### config.mk
export PLATFORM = sky130hd
export DESIGN_NAME = ghau_ctrl
export DESIGN_NICKNAME = d
export VERILOG_FILES = /design/src/rtl/generational_handle_allocator_unit_macros.svh /design/src/rtl/ghau_pkg.sv /design/src/rtl/ghau_ctrl.sv
export SDC_FILE = /design/constraint.sdc
export NUM_CORES = 1
export LEC_CHECK = 0
export ABC_AREA = 1
export CAP_MARGIN = 20
export CORE_AREA = 2 2 39 41
export DETAILED_ROUTE_END_ITERATION = 10
export DIE_AREA = 0 0 41 43
export DONT_BUFFER_PORTS = 1
export PLACE_DENSITY = 0.31
export SYNTH_ARGS = -nofsm -noshare
export SYNTH_HDL_FRONTEND = slang
export SYNTH_SLANG_ARGS = --single-unit
### constraint.sdc
create_clock -name clk_i -period 1.45 [get_ports clk_i]
set_clock_uncertainty 0.1 [all_clocks]
set_input_delay 0.2175 -clock clk_i [delete_from_list [all_inputs] [get_ports clk_i]]
set_output_delay 0.2175 -clock clk_i [all_outputs]
set_load 0.02 [all_outputs]
### src/rtl/generational_handle_allocator_unit_macros.svh
// assertion macros for the generational handle allocator
// used by modules that check their own logic, needs clk_i and rst_ni in scope
`ifndef GENERATIONAL_HANDLE_ALLOCATOR_UNIT_MACROS_SVH
`define GENERATIONAL_HANDLE_ALLOCATOR_UNIT_MACROS_SVH

// same-cycle implication
`define GHAU_ASSERT_NOW(label, ante, cons) \
  label: assert property (@(posedge clk_i) disable iff (!rst_ni) (ante) |-> (cons)) \
    else $error("ghau assertion failed");

// next-cycle implication
`define GHAU_ASSERT_NEXT(label, ante, cons) \
  label: assert property (@(posedge clk_i) disable iff (!rst_ni) (ante) |=> (cons)) \
    else $error("ghau assertion failed");

`endif

### src/rtl/ghau_pkg.sv
// shared types and constants of the generational handle allocator
// no dependencies
package ghau_pkg;

  localparam int unsigned MAX_SLOTS = 4096;
  localparam int unsigned GEN_BITS  = 8;

  localparam int unsigned IDX_W = $clog2(MAX_SLOTS);
  localparam int unsigned CNT_W = $clog2(MAX_SLOTS + 1);
  localparam int unsigned GEN_W = GEN_BITS;
  localparam int unsigned THR_W = 13;
  localparam int unsigned CMP_W = (CNT_W > THR_W) ? CNT_W : THR_W;
  localparam int unsigned TBL_W = GEN_W + 1;

  localparam logic [THR_W-1:0] THR_RESET = THR_W'(1024);
  localparam logic [CNT_W-1:0] MAX_CNT   = CNT_W'(MAX_SLOTS);
  localparam logic [IDX_W-1:0] IDX_LAST  = IDX_W'(MAX_SLOTS - 1);

  typedef enum logic [1:0] {
    OP_CREATE = 2'd0,
    OP_REMOVE = 2'd1,
    OP_QUERY  = 2'd2
  } op_e;

  typedef enum logic [1:0] {
    ST_OK    = 2'd0,
    ST_FULL  = 2'd1,
    ST_DEAD  = 2'd2,
    ST_NO_TF = 2'd3
  } status_e;

  typedef enum logic [1:0] {
    S_IDLE,
    S_LOOK,
    S_BUMP,
    S_RESP
  } state_e;

  typedef struct packed {
    op_e              operation;
    logic [IDX_W-1:0] handle_index;
    logic [GEN_W-1:0] handle_generation;
    logic             has_transform;
  } in_item_t;

  typedef struct packed {
    logic [IDX_W-1:0] result_index;
    logic [GEN_W-1:0] result_generation;
    logic             alive;
    status_e          status;
  } out_item_t;

  typedef struct packed {
    logic             live;
    logic [GEN_W-1:0] gen;
  } tbl_entry_t;

  // controller to datapath
  typedef struct packed {
    logic accept;
    logic look;
    logic bump;
    logic load_out;
  } cmd_t;

  // datapath to controller
  typedef struct packed {
    logic need_bump;
    logic out_free;
  } sts_t;

endpackage

### src/rtl/ghau_ctrl.sv
// sequencing state machine of the handle allocator
// depends on ghau_pkg
module ghau_ctrl (
  input  logic          clk_i,
  input  logic          rst_ni,
  input  logic          in_valid_i,
  output logic          in_stall_o,
  input  ghau_pkg::sts_t sts_i,
  output ghau_pkg::cmd_t cmd_o
);
  import ghau_pkg::*;

  state_e state_q, state_d;
  logic   take;

  always_ff @(posedge clk_i or negedge rst_ni) begin
    if (!rst_ni) begin
      state_q <= S_IDLE;
    end else begin
      state_q <= state_d;
    end
  end

  always_comb begin
    state_d  = state_q;
    take     = 1'b0;
    cmd_o    = '0;
    unique case (state_q)
      S_IDLE: begin
        take = 1'b1;
        if (in_valid_i) begin
          state_d = S_LOOK;
        end
      end
      S_LOOK: begin
        cmd_o.look = 1'b1;
        state_d    = sts_i.need_bump ? S_BUMP : S_RESP;
      end
      S_BUMP: begin
        cmd_o.bump = 1'b1;
        state_d    = S_RESP;
      end
      S_RESP: begin
        // result leaves and the next item can come in the same cycle
        if (sts_i.out_free) begin
          cmd_o.load_out = 1'b1;
          take           = 1'b1;
          state_d        = in_valid_i ? S_LOOK : S_IDLE;
        end
      end
      default: begin
        state_d = S_IDLE;
      end
    endcase
    cmd_o.accept = take && in_valid_i;
  end

  assign in_stall_o = !take;

endmodule

==> results of run 1 <==
## stage by stage
step                      power, uW  hold slack (ns)  utilization, %  area (um2)  setup TNS, ns
final                          1060            0.121            27.4         379         -0.286
after global routing           1140            0.120            27.4         379         -0.476
after CTS                      1010            0.111            26.3         364         -0.404
after detailed placement        753           -0.178            21.1         292        -0.0349
after global placement          748           -0.178            21.1         292        -0.0194
after floorplan                 481           -0.178               -         206              0
## cell families after synthesis
logic type,share of synthesized area [%]
AOI/OAI and AO/OA,7.00
buffers and inverters,15.3
and+or+nand+nor,26.8
DFF,25.5
adders and majority gates,25.5
## routing by layer
metal,routed length (um),share of wire (%),up-vias,track usage [%]
li1,-,-,107,-
met1,180,37,94,6.45
met2,279,58,5,9.69
met3,24,5.0,0,0
met4,0,0,0,8.00
met5,0,0,-,0
## repair_timing
action	in CTS	in global routing
cloned	0	0
endpoints found under the setup margin	5	5
gates resized for setup	10	4
buffers inserted	1	0
hold buffers	1	0
hold endpoints to repair	2	0
pin swaps	4	1
## critical path: stages (launching register included)
cell and delay, ns:
dfrtp_1 0.41, ha_2 0.22, nand2_2 0.06, inv_2 0.04, o21ai_4 0.18, buf_12 0.14
## worst paths after layout
path / start / end / slack (ns)
worst min-delay path: rst_ni / state_q[0]$_DFFE_PN0P_ / 0.12
worst max register to register: state_q[0]$_DFFE_PN0P_ / state_q[0]$_DFFE_PN0P_ / 0.17
worst max-delay path: state_q[1]$_DFFE_PN0P_ / in_stall_o / -0.14
worst min register to register: state_q[0]$_DFFE_PN0P_ / state_q[0]$_DFFE_PN0P_ / 0.47
max in group asynchronous: rst_ni / state_q[1]$_DFFE_PN0P_ / 1.01
min in group clk_i: in_valid_i / state_q[0]$_DFFE_PN0P_ / 0.13
## where the power goes
part           switching (uW)  total (uW)  internal, uW  leakage (uW)
Combinational             390         807           417      0.000150
Clock                    33.3         125          91.5     0.0000138
Sequential               38.8         127          88.4     0.0000236
Total                     462        1060           597      0.000188
## final cells by class
cell class / instances / area (um2) / area share [%]
multi-input cells: 19 / 164 / 43.2
clock buffers: 3 / 22.5 / 5.94
flip-flops and latches: 2 / 50.0 / 13.2
inverters: 8 / 32.5 / 8.58
repair buffers: 9 / 90.1 / 23.8
well taps: 16 / 20.0 / 5.28
## placed cells by master (no fill, tap or decap), drive strengths merged
cell type | netlist | final
buf | 0 | 8
clkbuf | 0 | 3
dfrtp | 2 | 2
dlygate4sd3 | 0 | 1
ha | 4 | 4
inv | 8 | 8
nand2 | 10 | 10
nand3 | 1 | 1
nor2 | 2 | 2
o21ai | 2 | 2
==> out/results.tsv, run 1 <==
stage	metric	value	unit
synthesis	synthMostInstantiatedCell	nand2_1	
floorplan	core_area	1380	um2
synthesis	yosys_register_bits	2	
layout	nets	52	
place	portBuffers	0	
floorplan	pin_count	10	
layout	largestRegisters	state_q x2	
job	cap_violations	0	
synthesis	synth_top_cell_by_area	dfrtp_1	
cts	clock-root-buffer	clkbuf_4	
power_and_ir_drop	ir_drop	0.749	mV
layout	largest_reg_flops	2	
power_and_ir_drop	p_leak	0.000188	uW
floorplan	die_width	41	um
synthesis	synth_fp_nets	38	
route	vias	206	
place	dp.cells	52	
timing	tightest_slew	0.195	ns
timing	timing.fmax	628	MHz
critical_path	cp-end-kind	output pin	
global_route	grtUsageTotal	6.33	%
synthesis	synthTopCellsByArea	dfrtp_1, ha_1, nand2_1	
synthesis	syn_inst	29	
route	routed_wirelength	484	um
worst_hold_path	worst_hold_path_type	input port to async pin	
critical_path	reg2reg_depth	7	
floorplan	die_area	1760	um2
outcome	status	finished, violations left	
cts	cts_max_path_buffers	2	
place	dpl.hpwl	366	um
global_route	grt_pass1_vias	216	
critical_path	path_max_fanout	4	
synthesis	synth_ff_type	dfrtp_1	
layout	fillers	165	
timing	maxSlewHeadroom	87.0	%
synthesis	yosysTopAreaCellShare	25.5	%
timing	setup_viol	3	
timing	fin_crit	1.59	ns
cts	clk_latency	0.23	ns
timing	setup_slack	-0.141	ns
route	viasPerCell	3.61	
cts	numCtsBuffers	3	
global_route	overflow	0	
critical_path	startpoint_type	flip-flop	
critical_path	crit_type	flip-flop to output pin	
layout	instances_no_fill	57	
route	ant_nets	0	
cts	cts.sink_count	2	
timing	rsz0062_at_grt	true	
critical_path	crit_arrival	1.27	ns
layout	largest_register	state_q	
floorplan	initial_core_util	14.2	%
global_route	grt_first_pass_wirelength	724	um
route	drc	0	
synthesis	synthArstFlopShare	100	%
layout	areaGrowthSynthToFinish	93.0	%
layout	n_antenna_cell	0	
synthesis	synth_edf_count	0	
global_route	antenna_found_initial	0	
floorplan	placementRows	14	
route	first_pass_iters	2	
synthesis	avgSynthCellArea	6.77	um2
synthesis	ys_warn_count	0	
critical_path	crit_required	1.13	ns
outcome	violations	setup timing	
cts	cts-htree-levels	1	
timing	hold_viol_final	0	
timing	slew_violations	0	
cts	path_clk_slew	0.03	ns
timing	period_share	110	%
route	drt_iter0_drc	2	
synthesis	ys_types	10	
place	dp_slack	-0.0349	ns
power_and_ir_drop	power.density	2790	nW/um2
global_route	grt_max_degree	5	
layout	drive_gt1_share	58.5	%
synthesis	syn-cell-area	196	um2
place	gp_congestion	0.586	
route	wl_per_cell	8.49	um
floorplan	die_h	43	um
synthesis	synth_seq_area_share	25.5	%
synthesis	synth_common_cells	nand2_1, inv_1, ha_1, dfrtp_1, nor2_1	
cts	cts_tree	yes	
(Power assumes the default switching activity.)
==> run 2, diff against run 1 <==
Settings changed: REMOVE_ABC_BUFFERS set to 1.
==> out/results.tsv, run 2 (synthesis results as in run 1) <==
stage	metric	value	unit
outcome	status	finished, violations left	
outcome	violations	setup timing	
layout	nets	52	
critical_path	startpoint_type	flip-flop	
route	first_pass_iters	3	
layout	most-common-layout-cells	nand2_1, buf_4, inv_2	
cts	clock-root-buffer	clkbuf_4	
cts	numCtsBuffers	3	
route	wl_per_cell	8.51	um
floorplan	pin_count	10	
place	post_dp_cell_area	246	um2
route	viasPerCell	3.65	
critical_path	r2r_slack	0.12	ns
critical_path	reg2reg_from	state_q[0]$_DFFE_PN0P_	
timing	setup_slack	-0.133	ns
layout	drive_gt1_share	53.7	%
cts	path_clk_slew	0.03	ns
route	drc	0	
route	drt_iter0_drc	3	
cts	cts-htree-levels	1	
power_and_ir_drop	power.density	2630	nW/um2
layout	largest_register	state_q	
floorplan	core_area	1380	um2
floorplan	placementRows	14	
layout	stdcell_area	345	um2
place	dp.cells	49	
critical_path	reg2reg_depth	6	
power_and_ir_drop	p_leak	0.000182	uW
place	portBuffers	0	
worst_hold_path	worst_hold_path_type	input port to async pin	
timing	setup_viol	2	
critical_path	setup.worst_path.end	cmd_o[3]	
critical_path	crit_arrival	1.27	ns
timing	slew_violations	0	
global_route	grtUsageTotal	7.84	%
power_and_ir_drop	ir_drop	0.591	mV
layout	areaGrowthSynthToFinish	75.8	%
layout	instances_no_fill	57	
global_route	grt_pass1_vias	243	
critical_path	crit_type	flip-flop to output pin	
critical_path	cp-end-kind	output pin	
timing	tightest_slew	0.245	ns
critical_path	worstReg2RegEnd	state_q[0]$_DFFE_PN0P_	
critical_path	path_max_fanout	3	
layout	n_antenna_cell	0	
timing	maxSlewHeadroom	83.7	%
route	routed_wirelength	485	um
floorplan	die_width	41	um
floorplan	die_area	1760	um2
layout	largest_reg_flops	2	
cts	cts_max_path_buffers	2	
cts	clk_latency	0.23	ns
global_route	overflow	0	
layout	largestRegisters	state_q x2	
place	dpl.hpwl	350	um
place	gp_congestion	0.607	
job	cap_violations	0	
timing	timing.fmax	632	MHz
critical_path	crit_start	state_q[1]$_DFFE_PN0P_	
global_route	grt_first_pass_wirelength	828	um
timing	period_share	109	%
layout	fillers	172	
cts	cts_tree	yes	
global_route	antenna_found_initial	0	
global_route	grt_max_degree	5	
floorplan	die_h	43	um
cts	cts.sink_count	2	
floorplan	initial_core_util	14.2	%
timing	fin_crit	1.58	ns
route	ant_nets	0	
timing	hold_viol_final	0	
timing	rsz0062_at_grt	true	
critical_path	crit_required	1.13	ns
layout	final_common_cell	nand2_1	
route	vias	208	
[run 2: cell counts in the layout (fill, tap and decap cells not counted)]
No cell type changed its count.
[run 2: layer usage]
| layer | share of wire (%) | track usage [%] | vias to the layer above | wire, um |
|---|---|---|---|---|
| li1 | - | - | 107 | - |
| met4 | 0 | 10.0 | 0 | 0 |
| met1 | 33 | 5.48 | 94 | 162 |
| met5 | 0 | 0 | - | 0 |
| met2 | 59 | 12.5 | 7 | 287 |
| met3 | 7.0 | 3.14 | 0 | 34 |
[run 2: how the worst min path moves through the flow]
stage | from | to | slack (ns) | depth (start not counted)
3_3_place_gp | rst_ni | state_q[0]$_DFFE_PN0P_ | -0.18 | 0
3_5_place_dp | rst_ni | state_q[1]$_DFFE_PN0P_ | -0.18 | 0
2_1_floorplan | rst_ni | state_q[0]$_DFFE_PN0P_ | -0.18 | 0
4_1_cts | rst_ni | state_q[0]$_DFFE_PN0P_ | 0.11 | 1
6_report | rst_ni | state_q[0]$_DFFE_PN0P_ | 0.12 | 1
5_1_grt | rst_ni | state_q[1]$_DFFE_PN0P_ | 0.10 | 1
[run 2: layout make-up]
class / count / area [um2] / area share (%)
inverters: 8 / 32.5 / 9.42
repair buffers: 9 / 73.8 / 21.4
flip-flops and latches: 2 / 50.0 / 14.5
well taps: 16 / 20.0 / 5.80
clock buffers: 3 / 22.5 / 6.52
multi-input cells: 19 / 146 / 42.4
[run 2: worst max-delay path, stage by stage (launching register included)]
cell and delay (ns):
dfrtp_1 0.40, ha_2 0.21, nand2_2 0.07, inv_2 0.04, o21ai_2 0.12, nor2_1 0.05, buf_4 0.15
[run 2: report_power, final]
group	switching, uW	total [uW]	internal [uW]
sequential	34.6	123	88.4
clock	34.8	126	91.6
combinational	346	659	313
[run 2: metrics by stage]
step / worst slack (ns) / TNS, ns / power, uW / hold slack, ns / utilization, %
final: -0.133 / -0.223 / 909 / 0.120 / 25.0
after global placement: 0.0185 / 0 / 569 / -0.178 / 17.8
after global routing: -0.211 / -0.408 / 1010 / 0.103 / 25.0
after floorplan: -0.0871 / -0.0871 / 445 / -0.178 / -
after CTS: -0.154 / -0.263 / 892 / 0.110 / 24.6
after detailed placement: -0.00511 / -0.00511 / 578 / -0.178 / 17.8
[run 2: timing repair]
item | 4_1_cts | 5_1_grt
endpoints found under the hold margin | 2 | 0
pin swaps | 2 | 0
setup buffers | 4 | 1
setup endpoints to repair | 3 | 4
resized for setup | 9 | 2
hold buffers | 1 | 0
==> run 3, diff against run 2 <==
Settings changed: PLACE_DENSITY 0.31 to not set, PLACE_DENSITY_LB_ADDON set to 0.25.
==> out/results.tsv, run 3 (synthesis results as in run 1) <==
stage	metric	value	unit
outcome	status	finished, violations left	
outcome	violations	setup timing	
cts	cts_tree	yes	
route	ant_nets	0	
timing	timing.fmax	630	MHz
critical_path	path_max_fanout	3	
layout	areaGrowthSynthToFinish	88.5	%
cts	clk_latency	0.22	ns
route	vias	210	
layout	fin_util	26.8	%
critical_path	crit_required	1.13	ns
timing	tightest_slew	0.143	ns
route	drt_iter0_drc	1	
layout	multi_input_area	149	um2
layout	final_common_cell	nand2_1	
timing	fin_crit	1.59	ns
layout	fillers	155	
global_route	grt_pass1_vias	219	
critical_path	startpoint_type	flip-flop	
power_and_ir_drop	ir_drop	0.794	mV
layout	most-common-layout-cells	nand2_1, buf_4, inv_2	
floorplan	die_width	41	um
layout	largest_reg_flops	2	
timing	period_share	110	%
layout	drive_gt1_share	58.1	%
worst_hold_path	worst_hold_path_type	input port to async pin	
timing	slew_violations	0	
route	drc	0	
layout	n_antenna_cell	0	
floorplan	die_h	43	um
timing	setup_slack	-0.138	ns
cts	numCtsBuffers	3	
timing	setup_viol	3	
timing	maxSlewHeadroom	90.5	%
global_route	antenna_found_initial	0	
cts	clock-root-buffer	clkbuf_4	
route	viasPerCell	3.56	
route	routed_wirelength	452	um
critical_path	crit_chain	ha_2 -> nand2_2 -> inv_2 -> o21ai_2 -> nor2_1 -> buf_4	
global_route	grtUsageTotal	8.05	%
critical_path	cpPeakStageDelay	0.40	ns
floorplan	placementRows	14	
power_and_ir_drop	power.density	2540	nW/um2
critical_path	cp_slowest_cell	dfrtp_1	
global_route	grt_first_pass_wirelength	862	um
cts	cts_max_path_buffers	2	
power_and_ir_drop	p_leak	0.000192	uW
place	dpl.hpwl	340	um
cts	cts-htree-levels	1	
cts	path_clk_slew	0.03	ns
route	first_pass_iters	2	
cts	cts.sink_count	2	
floorplan	core_area	1380	um2
critical_path	crit_type	flip-flop to output pin	
timing	rsz0062_at_grt	true	
floorplan	pin_count	10	
job	cap_violations	0	
place	dp_slack	0.0471	ns
timing	hold_ws	0.125	ns
global_route	grt_max_degree	5	
timing	hold_viol_final	0	
floorplan	initial_core_util	14.2	%
place	gp_congestion	0.684	
place	portBuffers	0	
global_route	overflow	0	
critical_path	crit_arrival	1.27	ns
layout	nets	54	
route	wl_per_cell	7.66	um
critical_path	cp-end-kind	output pin	
layout	largestRegisters	state_q x2	
layout	seqCellArea	50.0	um2
floorplan	die_area	1760	um2
layout	largest_register	state_q	
==> run 3: cell types whose count changed in the layout (fill, tap and decap cells not counted) <==
cell,previous run,this run
ha_1,1,0
buf_6,1,3
ha_2,1,2
==> run 3: repair_timing <==
| item | CTS | global route |
|---|---|---|
| endpoints found under the hold margin | 2 | 0 |
| cloned | 0 | 0 |
| pin swaps | 1 | 4 |
| gates resized for setup | 8 | 6 |
| setup buffers | 2 | 2 |
| hold buffers | 1 | 0 |
| setup endpoints to repair | 3 | 5 |
==> run 3: routing by layer <==
metal	vias up	GRT usage, %	part of all wire (%)
met5	-	0	0
met4	0	10.0	0
met3	0	3.14	0.88
met2	3	10.6	59
met1	96	8.09	40
li1	111	-	-
==> run 3: power breakdown <==
part / total [uW] / leakage [uW] / internal [uW] / switching (uW)
clock network: 123 / 0.0000138 / 91.3 / 31.8
logic: 698 / 0.000155 / 349 / 349
registers: 120 / 0.0000236 / 88.5 / 31.7
total: 941 / 0.000192 / 529 / 412
==> run 3: path summary, 6_finish.rpt <==
kind | startpoint | to | slack [ns] | depth (start not counted)
worst max register to register | state_q[0]$_DFFE_PN0P_ | state_q[1]$_DFFE_PN0P_ | 0.23 | 6
max in group asynchronous | rst_ni | state_q[1]$_DFFE_PN0P_ | 1.00 | 1
worst max-delay path | state_q[0]$_DFFE_PN0P_ | cmd_o[3] | -0.14 | 6
worst min-delay path | rst_ni | state_q[0]$_DFFE_PN0P_ | 0.13 | 1
min in group clk_i | in_valid_i | state_q[0]$_DFFE_PN0P_ | 0.13 | 4
worst min register to register | state_q[1]$_DFFE_PN0P_ | state_q[1]$_DFFE_PN0P_ | 0.48 | 2
==> run 3: critical path: cells and delay by family, from the launching register on <==
| kind | cells | cell delay [ns] |
|---|---|---|
| flops | 1 | 0.40 |
| simple gates | 2 | 0.12 |
| fa+ha+maj | 1 | 0.21 |
| compound gates | 1 | 0.14 |
| buf+inv | 2 | 0.19 |
==> run 3: cell type report <==
class / instances / share of cell area, %
multi-input combinational: 19 / 40.2
timing repair buffer: 11 / 26.0
sequential: 2 / 13.5
inverter: 8 / 8.78
clock buffer: 3 / 6.08
tap: 16 / 5.41
==> run 3: stage by stage <==
stage	instance area [um2]	total power, uW	std cells	TNS, ns
2_1_floorplan	196	445	29	-0.0871
3_3_place_gp	262	608	51	0
3_5_place_dp	262	609	51	0
4_1_cts	330	865	57	-0.281
5_1_grt	370	1040	59	-0.527
6_report	370	941	59	-0.253
